===== src/hdl/msct_pkg.sv =====
// Package for the millidegree sine/cosine/tangent core.
// Holds the sine table, the angle constants and the reduction helpers.
// No dependencies.
`default_nettype none

package msct_pkg;

  localparam int unsigned MOD_STAGES = 5;
  localparam int unsigned MOD_STEPS  = 3;
  localparam int unsigned MOD_TOP    = 14;
  localparam int unsigned DIV_STAGES = 4;
  localparam int unsigned DIV_STEPS  = 5;
  localparam int unsigned NUM_W      = 20;
  localparam int unsigned REC_SHIFT  = 27;

  localparam logic signed [33:0] HALF_TURN_S    = 34'sd180000;
  localparam logic signed [33:0] QUARTER_TURN_S = 34'sd90000;
  localparam logic [32:0]        FULL_TURN_W    = 33'd360000;
  localparam logic [18:0]        HALF_TURN      = 19'd180000;
  localparam logic [18:0]        QUARTER_TURN   = 19'd90000;
  localparam logic [17:0]        RECIP_MILLI    = 18'd134218;
  localparam logic [16:0]        MILLI          = 17'd1000;
  localparam logic [9:0]         MILLI_10       = 10'd1000;
  localparam logic [6:0]         LAST_DEG       = 7'd90;
  localparam logic [31:0]        TAN_HUGE       = 32'h7FFF_FFFF;

  localparam logic [9:0] SIN_TAB [0:90] = '{
    10'd0,   10'd17,  10'd35,  10'd52,  10'd70,  10'd87,  10'd105, 10'd122,
    10'd139, 10'd156, 10'd174, 10'd191, 10'd208, 10'd225, 10'd242, 10'd259,
    10'd276, 10'd292, 10'd309, 10'd326, 10'd342, 10'd358, 10'd375, 10'd391,
    10'd407, 10'd423, 10'd438, 10'd454, 10'd469, 10'd485, 10'd500, 10'd515,
    10'd530, 10'd545, 10'd559, 10'd574, 10'd588, 10'd602, 10'd616, 10'd629,
    10'd643, 10'd656, 10'd669, 10'd682, 10'd695, 10'd707, 10'd719, 10'd731,
    10'd743, 10'd755, 10'd766, 10'd777, 10'd788, 10'd799, 10'd809, 10'd819,
    10'd829, 10'd839, 10'd848, 10'd857, 10'd866, 10'd875, 10'd883, 10'd891,
    10'd899, 10'd906, 10'd914, 10'd921, 10'd927, 10'd934, 10'd940, 10'd946,
    10'd951, 10'd956, 10'd961, 10'd966, 10'd970, 10'd974, 10'd978, 10'd982,
    10'd985, 10'd988, 10'd990, 10'd993, 10'd995, 10'd996, 10'd998, 10'd999,
    10'd999, 10'd1000, 10'd1000
  };

  function automatic logic [9:0] sin_lookup(input logic [6:0] idx);
    logic [9:0] val;
    val = '0;
    if (idx <= LAST_DEG) begin
      val = SIN_TAB[idx];
    end
    return val;
  endfunction

  // negative angle a becomes 180000 - a
  function automatic logic [32:0] fold_neg(input logic signed [33:0] x);
    logic signed [33:0] y;
    y = (x < 0) ? (HALF_TURN_S - x) : x;
    return y[32:0];
  endfunction

  // conditional subtracts of 360000 * 2^k, k from top downward
  function automatic logic [32:0] mod_steps(input logic [32:0] x, input int unsigned top);
    logic [32:0] y;
    logic [32:0] m;
    y = x;
    m = '0;
    for (int unsigned t = 0; t < MOD_STEPS; t++) begin
      m = FULL_TURN_W << (top - t);
      if (y >= m) begin
        y = y - m;
      end
    end
    return y;
  endfunction

endpackage

`default_nettype wire


===== src/hdl/millidegree_sine_cosine_tangent_core.sv =====
// Sine, cosine and tangent of an angle in millidegrees, scaled by 1000.
// Uses msct_pkg (table, constants, reduction helpers).
//
// Input channel: angle_mdeg with angle_valid / angle_stall.
// Output channel: sine_milli, cosine_milli, tangent_milli with
// result_valid / result_stall. A beat moves when valid is high and
// stall is low.
// Throughput: one beat per cycle when the output is not stalled.
// The pipeline is 18 register stages: sign fold, five stages of modulo
// 360000 by conditional subtraction, quadrant fold, reciprocal multiply,
// table lookup, interpolation multiply, reciprocal multiply, sign,
// divider setup, four stages of restoring division (five quotient bits
// each) and the output register.
// Each stage holds its own valid bit; a stage loads whenever it is empty
// or the stage after it moves, so bubbles close up under stall.
// When result_stall is held, the pipeline fills and then angle_stall
// rises; nothing is dropped or repeated.
// Reset (rst, synchronous) clears all valid bits.
`default_nettype none

module millidegree_sine_cosine_tangent_core
  import msct_pkg::*;
(
  input  wire logic               clk,
  input  wire logic               rst,
  input  wire logic               angle_valid,
  output logic                    angle_stall,
  input  wire logic signed [31:0] angle_mdeg,
  output logic                    result_valid,
  input  wire logic               result_stall,
  output logic signed [10:0]      sine_milli,
  output logic signed [10:0]      cosine_milli,
  output logic signed [31:0]      tangent_milli
);

  localparam int unsigned NST = 18;
  localparam int unsigned S_QUAD = 6;
  localparam int unsigned S_MUL = 7;
  localparam int unsigned S_TAB = 8;
  localparam int unsigned S_PRD = 9;
  localparam int unsigned S_REC = 10;
  localparam int unsigned S_SGN = 11;
  localparam int unsigned S_DSU = 12;
  localparam int unsigned S_DIV = 13;
  localparam int unsigned S_OUT = 17;

  logic [NST-1:0] vld;
  logic [NST-1:0] rdy;

  always_comb begin
    rdy[NST-1] = !vld[NST-1] || !result_stall;
    for (int i = NST - 2; i >= 0; i--) begin
      rdy[i] = !vld[i] || rdy[i+1];
    end
  end

  assign angle_stall  = !rdy[0];
  assign result_valid = vld[NST-1];

  always_ff @(posedge clk) begin
    if (rst) begin
      vld <= '0;
    end else begin
      if (rdy[0]) begin
        vld[0] <= angle_valid;
      end
      for (int i = 1; i < NST; i++) begin
        if (rdy[i]) begin
          vld[i] <= vld[i-1];
        end
      end
    end
  end

  // lane 0 is sine, lane 1 is cosine
  logic signed [33:0] ang_ext;
  logic signed [33:0] ang_cos;
  assign ang_ext = 34'(angle_mdeg);
  assign ang_cos = ang_ext + QUARTER_TURN_S;

  logic [32:0] mod_x [0:MOD_STAGES][2];

  always_ff @(posedge clk) begin
    if (rdy[0]) begin
      mod_x[0][0] <= fold_neg(ang_ext);
      mod_x[0][1] <= fold_neg(ang_cos);
    end
  end

  for (genvar j = 1; j <= MOD_STAGES; j++) begin : g_mod
    always_ff @(posedge clk) begin
      if (rdy[j]) begin
        for (int l = 0; l < 2; l++) begin
          mod_x[j][l] <= mod_steps(mod_x[j-1][l], MOD_TOP - MOD_STEPS * (j - 1));
        end
      end
    end
  end

  logic [16:0] quad_r   [2];
  logic        quad_neg [2];
  logic [6:0]  mul_d    [2];
  logic [16:0] mul_r    [2];
  logic        mul_neg  [2];
  logic [9:0]  tab_frac [2];
  logic [9:0]  tab_y1   [2];
  logic [4:0]  tab_diff [2];
  logic        tab_neg  [2];
  logic [14:0] prd_p    [2];
  logic [9:0]  prd_y1   [2];
  logic        prd_neg  [2];
  logic [4:0]  rec_q    [2];
  logic [9:0]  rec_y1   [2];
  logic        rec_neg  [2];
  logic signed [10:0] sgn_val [2];

  always_ff @(posedge clk) begin
    for (int l = 0; l < 2; l++) begin
      logic [18:0] r;
      logic [18:0] r1;
      logic [34:0] prod;
      logic [6:0]  dn;
      logic [9:0]  y2;
      logic [32:0] qp;
      logic [10:0] mag;
      r    = mod_x[MOD_STAGES][l][18:0];
      r1   = (r >= HALF_TURN) ? (r - HALF_TURN) : r;
      prod = 35'(quad_r[l]) * 35'(RECIP_MILLI);
      dn   = (mul_d[l] == LAST_DEG) ? LAST_DEG : (mul_d[l] + 7'd1);
      y2   = sin_lookup(dn);
      qp   = 33'(prd_p[l]) * 33'(RECIP_MILLI);
      mag  = 11'(rec_y1[l]) + 11'(rec_q[l]);
      if (rdy[S_QUAD]) begin
        quad_neg[l] <= (r >= HALF_TURN);
        quad_r[l]   <= (r1 >= QUARTER_TURN) ? 17'(HALF_TURN - r1) : r1[16:0];
      end
      if (rdy[S_MUL]) begin
        mul_d[l]   <= prod[REC_SHIFT +: 7];
        mul_r[l]   <= quad_r[l];
        mul_neg[l] <= quad_neg[l];
      end
      if (rdy[S_TAB]) begin
        tab_frac[l] <= 10'(mul_r[l] - 17'(mul_d[l]) * MILLI);
        tab_y1[l]   <= sin_lookup(mul_d[l]);
        tab_diff[l] <= 5'(y2 - sin_lookup(mul_d[l]));
        tab_neg[l]  <= mul_neg[l];
      end
      if (rdy[S_PRD]) begin
        prd_p[l]   <= 15'(tab_diff[l]) * 15'(tab_frac[l]);
        prd_y1[l]  <= tab_y1[l];
        prd_neg[l] <= tab_neg[l];
      end
      if (rdy[S_REC]) begin
        rec_q[l]   <= qp[REC_SHIFT +: 5];
        rec_y1[l]  <= prd_y1[l];
        rec_neg[l] <= prd_neg[l];
      end
      if (rdy[S_SGN]) begin
        sgn_val[l] <= rec_neg[l] ? -$signed(mag) : $signed(mag);
      end
    end
  end

  logic [NUM_W-1:0]   dv_num  [0:DIV_STAGES];
  logic [10:0]        dv_rem  [0:DIV_STAGES];
  logic [9:0]         dv_den  [0:DIV_STAGES];
  logic               dv_neg  [0:DIV_STAGES];
  logic               dv_zero [0:DIV_STAGES];
  logic signed [10:0] dv_sin  [0:DIV_STAGES];
  logic signed [10:0] dv_cos  [0:DIV_STAGES];

  always_ff @(posedge clk) begin
    logic [9:0] smag;
    logic [9:0] cmag;
    smag = sgn_val[0][10] ? 10'(-sgn_val[0]) : sgn_val[0][9:0];
    cmag = sgn_val[1][10] ? 10'(-sgn_val[1]) : sgn_val[1][9:0];
    if (rdy[S_DSU]) begin
      dv_num[0]  <= NUM_W'(smag) * NUM_W'(MILLI_10);
      dv_rem[0]  <= '0;
      dv_den[0]  <= cmag;
      dv_neg[0]  <= sgn_val[0][10] ^ sgn_val[1][10];
      dv_zero[0] <= (sgn_val[1] == 11'sd0);
      dv_sin[0]  <= sgn_val[0];
      dv_cos[0]  <= sgn_val[1];
    end
  end

  // quotient bits shift into the low end of dv_num
  for (genvar j = 1; j <= DIV_STAGES; j++) begin : g_div
    always_ff @(posedge clk) begin
      logic [NUM_W-1:0] n;
      logic [10:0]      rm;
      logic [11:0]      r2;
      n  = dv_num[j-1];
      rm = dv_rem[j-1];
      r2 = '0;
      for (int unsigned t = 0; t < DIV_STEPS; t++) begin
        r2 = {rm, n[NUM_W-1]};
        n  = {n[NUM_W-2:0], 1'b0};
        if (r2 >= 12'(dv_den[j-1])) begin
          r2   = r2 - 12'(dv_den[j-1]);
          n[0] = 1'b1;
        end
        rm = r2[10:0];
      end
      if (rdy[S_DIV + j - 1]) begin
        dv_num[j]  <= n;
        dv_rem[j]  <= rm;
        dv_den[j]  <= dv_den[j-1];
        dv_neg[j]  <= dv_neg[j-1];
        dv_zero[j] <= dv_zero[j-1];
        dv_sin[j]  <= dv_sin[j-1];
        dv_cos[j]  <= dv_cos[j-1];
      end
    end
  end

  always_ff @(posedge clk) begin
    if (rdy[S_OUT]) begin
      sine_milli   <= dv_sin[DIV_STAGES];
      cosine_milli <= dv_cos[DIV_STAGES];
      if (dv_zero[DIV_STAGES]) begin
        tangent_milli <= $signed(TAN_HUGE);
      end else if (dv_neg[DIV_STAGES]) begin
        tangent_milli <= -$signed(32'(dv_num[DIV_STAGES]));
      end else begin
        tangent_milli <= $signed(32'(dv_num[DIV_STAGES]));
      end
    end
  end

endmodule

`default_nettype wire


===== config.mk =====
export PLATFORM = sky130hd
export DESIGN_NAME = millidegree_sine_cosine_tangent_core
export DESIGN_NICKNAME = d
export VERILOG_FILES = /design/src/hdl/msct_pkg.sv /design/src/hdl/millidegree_sine_cosine_tangent_core.sv
export SDC_FILE = /design/constraint.sdc
export NUM_CORES = 2
export LEC_CHECK = 0
export ABC_AREA = 1
export ABC_CLOCK_PERIOD_IN_PS = 53600
export BUFFER_PORTS_ARGS = -buffer_cell sky130_fd_sc_hd__clkbuf_2
export CAP_MARGIN = 10
export CORE_AREA = 2 2 556 558
export DETAILED_ROUTE_END_ITERATION = 6
export DIE_AREA = 0 0 558 560
export HOLD_SLACK_MARGIN = 0.1
export PLACE_DENSITY = 0.48
export RECOVER_POWER = 100
export SETUP_SLACK_MARGIN = 0.02
export SLEW_MARGIN = 20
export SYNTH_ARGS = -nofsm -noshare
export SYNTH_HDL_FRONTEND = slang
export SYNTH_SLANG_ARGS = --single-unit
export TNS_END_PERCENT = 100

===== constraint.sdc =====
create_clock -name clk -period 53.6 [get_ports clk]
set_clock_uncertainty 0.05 [all_clocks]
set_input_delay 10.72 -clock clk [delete_from_list [all_inputs] [get_ports clk]]
set_output_delay 10.72 -clock clk [all_outputs]
set_load 0.02 [all_outputs]

* After elaboration in Yosys (flattened, before gate mapping) *
Memory sizes are Yosys's and may differ from the RTL's. A register that Yosys moved wholly into a read port is not among the register bits.
Index checks and enable logic that the tools add are counted.

word-level totals
  output and inout bits = 56
  memory bits (writable) = 965
  memories = 28
  word-level logic and storage cells = 400
  memory bits (read-only) = 5120
  bits in registers = 50

memory list
  memory            words  width  read ports  clocked after memory_dff  write ports  line                                         source
  (name not given)  128    10     1           0                         0            msct_pkg.sv:46                               val = SIN_TAB[idx];
  (name not given)  128    10     1           0                         0            msct_pkg.sv:46
  (name not given)  128    10     1           0                         0            msct_pkg.sv:46
  (name not given)  128    10     1           0                         0            msct_pkg.sv:46
  mod_x             6      66     6           0                         6            millidegree_sine_cosine_tangent_core.sv:81   logic [32:0] mod_x [0:MOD_STAGES][2];
  dv_num            5      20     5           0                         5            millidegree_sine_cosine_tangent_core.sv:164  logic [NUM_W-1:0] dv_num [0:DIV_STAGES];
  +22 memories      --     --     --          --                        --           --

operators by class
  reductions and logical operators = 40
  multiply operators = 9
  order comparisons = 64
  equality and inequality tests = 2
  muxes and demuxes = 161
  add/subtract/negate cells = 70
  bitwise operators = 6

operator list
  cell                      number
  $mux W33                  62
  $mux W11                  22
  $ge A12 B10 Y1            20
  $sub A11 B10 Y11          20
  $mux W10                  10
  $ge A33 B19 Y1 const B    2
  $ge A33 B20 Y1 const B    2
  $ge A33 B21 Y1 const B    2
  $ge A33 B22 Y1 const B    2
  $ge A33 B23 Y1 const B    2
  $ge A33 B24 Y1 const B    2
  $ge A33 B25 Y1 const B    2
  $ge A33 B26 Y1 const B    2
  $ge A33 B27 Y1 const B    2
  $ge A33 B28 Y1 const B    2
  $ge A33 B29 Y1 const B    2
  $ge A33 B30 Y1 const B    2
  $ge A33 B31 Y1 const B    2
  $ge A33 B32 Y1 const B    2
  $ge A33 B33 Y1 const B    2
  $mul A17 B17 Y33 const B  2
  $sub A33 B19 Y33 const B  2
  $sub A33 B20 Y33 const B  2
  $sub A33 B21 Y33 const B  2
  other kinds (48)          180

* Logic depth before layout (Yosys ltp) *
  depth after elaboration = 25
  mapped depth = 82
  gate-level depth less buffers = 76

* Worst setup path before layout *
Ideal clock, no wire load.

  kind = input to output
  from = input port result_stall
  to = output port angle_stall
  arrival = 28.091 ns
  slack = 14.739 ns
  buffers on the path = 0
  data required time = 42.830 ns
  stages on the path = 28
  cell sequence = nand2_1 -> nor2_1 -> inv_1 -> nor2_1 -> inv_1 -> nor2_1 -> inv_1 -> nor2_1 -> inv_1 -> nor2_1 -> inv_1 -> nor2_1 -> inv_1 -> nor2_1 -> inv_1 -> nor2_1 -> inv_1 -> nor2_1 -> inv_1 -> nor2_1 -> nand2_1 -> nor2_1 -> nand2_1 -> nor2_1 -> nand2_1 -> nor2_1 -> nand2_1 -> inv_1

between the ends
  cells in the longest elaborated chain, start to end = 20

ends and longest elaborated chain
  what                             line                                        source
  from (decl)                      millidegree_sine_cosine_tangent_core.sv:30  input wire logic result_stall,
  $logic_not A1 Y1                 millidegree_sine_cosine_tangent_core.sv:51  rdy[NST-1] = !vld[NST-1] || !result_stall;
  $logic_or A1 B1 Y1               millidegree_sine_cosine_tangent_core.sv:51
  $logic_or A1 B1 Y1               millidegree_sine_cosine_tangent_core.sv:53  rdy[i] = !vld[i] || rdy[i+1];
  via rdy[16]                      millidegree_sine_cosine_tangent_core.sv:48  logic [NST-1:0] rdy;
  $logic_or A1 B1 Y1               millidegree_sine_cosine_tangent_core.sv:53
  via rdy[15]                      millidegree_sine_cosine_tangent_core.sv:48
  $logic_or A1 B1 Y1               millidegree_sine_cosine_tangent_core.sv:53
  via rdy[14]                      millidegree_sine_cosine_tangent_core.sv:48
  [... 1 more ...]                 --
  via rdy[13]                      millidegree_sine_cosine_tangent_core.sv:48
  [... 1 more ...]                 --
  via rdy[12]                      millidegree_sine_cosine_tangent_core.sv:48
  [... 1 more ...]                 --
  via rdy[11]                      millidegree_sine_cosine_tangent_core.sv:48
  [... 1 more ...]                 --
  via rdy[10]                      millidegree_sine_cosine_tangent_core.sv:48
  [... 1 more ...]                 --
  via rdy[9]                       millidegree_sine_cosine_tangent_core.sv:48
  [... 1 more ...]                 --
  via rdy[8]                       millidegree_sine_cosine_tangent_core.sv:48
  $logic_or A1 B1 Y1 (2 in a row)  millidegree_sine_cosine_tangent_core.sv:53
  via rdy[6]                       millidegree_sine_cosine_tangent_core.sv:48
  $logic_or A1 B1 Y1 (2 in a row)  millidegree_sine_cosine_tangent_core.sv:53
  via rdy[4]                       millidegree_sine_cosine_tangent_core.sv:48
  $logic_or A1 B1 Y1 (2 in a row)  millidegree_sine_cosine_tangent_core.sv:53
  via rdy[2]                       millidegree_sine_cosine_tangent_core.sv:48
  $logic_or A1 B1 Y1 (2 in a row)  millidegree_sine_cosine_tangent_core.sv:53
  $logic_not A1 Y1                 millidegree_sine_cosine_tangent_core.sv:57  assign angle_stall = !rdy[0];
  to (decl)                        millidegree_sine_cosine_tangent_core.sv:27  output logic angle_stall,

The timed path passes the listed nets, and every way through them passes these cells.

* Final worst setup path *
  from = input port result_stall
  to = output port angle_stall

between the ends
  cells in the longest elaborated chain, start to end = 20

ends and longest elaborated chain
  what                             line
  $logic_not A1 Y1                 millidegree_sine_cosine_tangent_core.sv:51
  $logic_or A1 B1 Y1               millidegree_sine_cosine_tangent_core.sv:51
  via rdy[17]                      millidegree_sine_cosine_tangent_core.sv:48
  $logic_or A1 B1 Y1               millidegree_sine_cosine_tangent_core.sv:53
  via rdy[16]                      millidegree_sine_cosine_tangent_core.sv:48
  $logic_or A1 B1 Y1               millidegree_sine_cosine_tangent_core.sv:53
  via rdy[15]                      millidegree_sine_cosine_tangent_core.sv:48
  $logic_or A1 B1 Y1               millidegree_sine_cosine_tangent_core.sv:53
  via rdy[14]                      millidegree_sine_cosine_tangent_core.sv:48
  [... 1 more ...]                 --
  via rdy[13]                      millidegree_sine_cosine_tangent_core.sv:48
  [... 1 more ...]                 --
  via rdy[12]                      millidegree_sine_cosine_tangent_core.sv:48
  [... 1 more ...]                 --
  via rdy[11]                      millidegree_sine_cosine_tangent_core.sv:48
  [... 1 more ...]                 --
  via rdy[10]                      millidegree_sine_cosine_tangent_core.sv:48
  [... 1 more ...]                 --
  via rdy[9]                       millidegree_sine_cosine_tangent_core.sv:48
  [... 1 more ...]                 --
  via rdy[8]                       millidegree_sine_cosine_tangent_core.sv:48
  $logic_or A1 B1 Y1 (2 in a row)  millidegree_sine_cosine_tangent_core.sv:53
  via rdy[6]                       millidegree_sine_cosine_tangent_core.sv:48
  $logic_or A1 B1 Y1 (2 in a row)  millidegree_sine_cosine_tangent_core.sv:53
  via rdy[4]                       millidegree_sine_cosine_tangent_core.sv:48
  $logic_or A1 B1 Y1 (2 in a row)  millidegree_sine_cosine_tangent_core.sv:53
  via rdy[2]                       millidegree_sine_cosine_tangent_core.sv:48
  $logic_or A1 B1 Y1 (2 in a row)  millidegree_sine_cosine_tangent_core.sv:53
  $logic_not A1 Y1                 millidegree_sine_cosine_tangent_core.sv:57

The timed path passes the listed nets, and every way through them passes these cells.

==> summary.txt <==
final core occ -> 0.325
period utilisation layout -> 0.735
vias in the first global route -> 72500
die width -> 558 um
EDFF count, synth -> 916
Seq cells post-synth -> 934
Worst-path clk slew -> 0.06 ns
reg-to-reg slack, setup -> 33.36 ns
Vias -> 74800
most frequent cells in the layout -> nand2_1 (3074), inv_1 (1807), nor2_1 (1207), ha_1 (936), edfxtp_1 (916)
ys async rst share -> 0
Synth top area share -> 0.301
RSZ-0062 raised after global routing -> no
final hold viol count -> 0
Yosys Warn Count -> 0
CP Launch Point -> result_stall
critical path's slowest cell -> clkbuf_1
Worst Hold Class -> flop to flop
Ports -> 92
post-DR vias/cell -> 4.59
worst-case reg-to-reg path depth -> 35
drt pass-1 iters -> 5
Initial Util -> 0.298
Core Area -> 307000 um2
Mapped Cells -> 12000
Total GRT Usage -> 0.144
die area -> 312000 um2
CP most frequent cell -> nor2_1
required time of the critical path -> 42.83 ns
postcts setup bufs -> 0
crit path time final -> 39.37 ns
Routed Antenna Nets -> 0
Clock Sinks -> 934
Mapped Avg Cell Area -> 7.62 um2
DRT iter0 DRCs -> 3983
IO Port Bufs -> 91
startpoint types -> primary input
first-pass GRT wire length -> 375000 um
Crit path depth -> 38
initial antenna violation count -> 6
Remaining DRCs -> 0
RR Endpoint -> mod_x[1][33]$_DFFE_PP_
sequential share of the synthesized area -> 0.305
critical path's top delay family -> buffers and inverters
setup total negative slack -> 0 ns
CP endpoint kind -> output pin
TritonCTS clock tree -> done
Num CTS Buffers -> 117
MaxCap Viol Count -> 14
P&R area growth vs syn -> 8.92%
critical path class -> primary input to output pin
Final Net Count -> 13300
H-Tree Depth -> 3
top cells by area, synth -> edfxtp_1 (30%), ha_1 (13%), nand2_1 (13%), inv_1 (7.4%), fa_1 (5.6%)
worst-margin pin slew -> 3.58 ns
clk buf depth -> 4
Slew HR -> -1.39
Netlist cell types -> 81
commonest non-fill, non-tap cell in the layout -> nand2_1
status -> finished, violations left
Post-CTS Hold Buffers -> 0
Synth Cell Area -> 91500 um2
Worst EP arrival -> 28.60 ns
violated checks -> max-capacitance violations, max-slew violations
critical path capture point -> angle_stall
final setup fails -> 0
post-DR wirelength/cell -> 14.0 um
Buf+Inv Stages, Crit Path -> 20
Worst R2R Start -> vld[17]$_SDFFE_PP0P_
dominant cell type by area after synthesis -> edfxtp_1
Site Rows -> 204
insertion delay to the later sink of the worst-skew pair -> 0.87 ns
DP HPWL -> 184000 um
share of cells above drive strength 1 -> 0.0493
fmax -> 25.4 MHz
critical path peak fanout -> 67
Die H -> 560 um
Slew Viols, Final -> 688
global placer's final weighted congestion -> 0.875
CTS root buf -> clkbuf_16
slowest stage delay, CP -> 2.34 ns
pin count of the biggest net entering global routing -> 68
ys flop type -> edfxtp_1
GRT Residual Overflow -> 0
post-CTS resize count -> 0
Total Wirelength -> 228000 um
==> worst min-delay path by stage <==
stage | from | end | slack (ns) | depth (start not counted)
finish | dv_sin[3][2]$_DFFE_PP_ | dv_sin[4][2]$_DFFE_PP_ | 0.29 | 0
global route | dv_sin[3][2]$_DFFE_PP_ | dv_sin[4][2]$_DFFE_PP_ | 0.29 | 0
CTS | dv_sin[3][2]$_DFFE_PP_ | dv_sin[4][2]$_DFFE_PP_ | 0.28 | 0
detailed placement | dv_neg[0][2]$_DFFE_PP_ | dv_neg[0][3]$_DFFE_PP_ | 0.35 | 0
global placement | dv_num[0][40]$_DFFE_PP_ | dv_num[0][65]$_DFFE_PP_ | 0.35 | 0
floorplan | dv_cos[4][0]$_DFFE_PP_ | cosine_milli[0]$_DFFE_PP_ | 0.35 | 0
==> per-stage QoR <==
step	cells	setup WS (ns)	cell area [um2]	hold WS [ns]
2_1_floorplan	12000	14.74	91500	0.350
3_3_place_gp	16100	22.69	96300	0.350
3_5_place_dp	16100	22.99	96300	0.355
4_1_cts	16300	22.99	100000	0.280
5_1_grt	16300	11.51	99700	0.294
6_report	16300	14.23	99700	0.286
==> final cells by class <==
class | count | area (um2)
flip-flops and latches | 934 | 27900
diodes | 1 | 2.50
clock inverters | 65 | 752
clock buffers | 147 | 3130
repair buffers | 127 | 568
well taps | 4120 | 5150
multi-input cells | 8978 | 55000
inverters | 1917 | 7200
fillers | 33200 | 207000
==> sequential cells by signal, summed over array words and instances, names as in the netlist, 5 cells and up <==
register / flops
cosine_milli: 11
dv_cos: 53
dv_den: 38
dv_neg: 5
dv_num: 84
dv_rem: 33
dv_sin: 55
dv_zero: 5
mod_x: 362
mul_d: 14
mul_r: 19
prd_p: 30
prd_y1: 20
quad_r: 33
rec_q: 10
rec_y1: 20
sgn_val: 22
sine_milli: 11
tab_diff: 10
tab_frac: 19
tab_y1: 20
tangent_milli: 32
vld: 18
==> cells by family (layout without fill, tap and decap cells) <==
family,after synthesis,count (layout),share of synthesized area
and+or+nand+nor,5866,5866,0.279
AOI/OAI and AO/OA,1263,1263,0.0786
adders and majority gates,1193,1193,0.184
other,1,3,0.0000410
buffers and inverters,2095,2256,0.0905
DFF,934,934,0.305
xor gates and xnor gates,653,653,0.0633
muxes,1,1,0.000123
==> metal layers <==
metal  vias to the layer above  global-route usage  wire length (um)
met5                         -                   0                50
met2                      1013               0.249            107000
li1                      39400                   -                 -
met1                     34100               0.191            108000
met3                       313              0.0150              7000
met4                         8              0.0378              5810
==> synthesized netlist by cell type, drive strengths merged (2+ instances only) <==
master and n:
and3 4, clkinv 14, a221oi 11, buf 89, o211ai 46, nand3 886
ha 936, a21boi 12, clkbuf 89, a211oi 18, or4 3, and2 15
nand3b 60, o21a 13, nor3b 9, inv 1903, o41ai 4, xor2 517
a22oi 3, a31oi 32, o311ai 10, xnor2 136, a32o 3, nand4 185
nor4 48, fa 257, a31o 2, dfxtp 18, a21o 19, a2111oi 2
edfxtp 916, or2 43, a211o 2, o21ai 484, a311oi 2, o22ai 11
nand2 3168, o221ai 11, a41oi 6, o21bai 39, o31ai 22, a21oi 507
nor3 159, nor2 1283
Power is not shown: default switching activity piles up to over one toggle a cycle in this logic, so the estimate is an artifact.
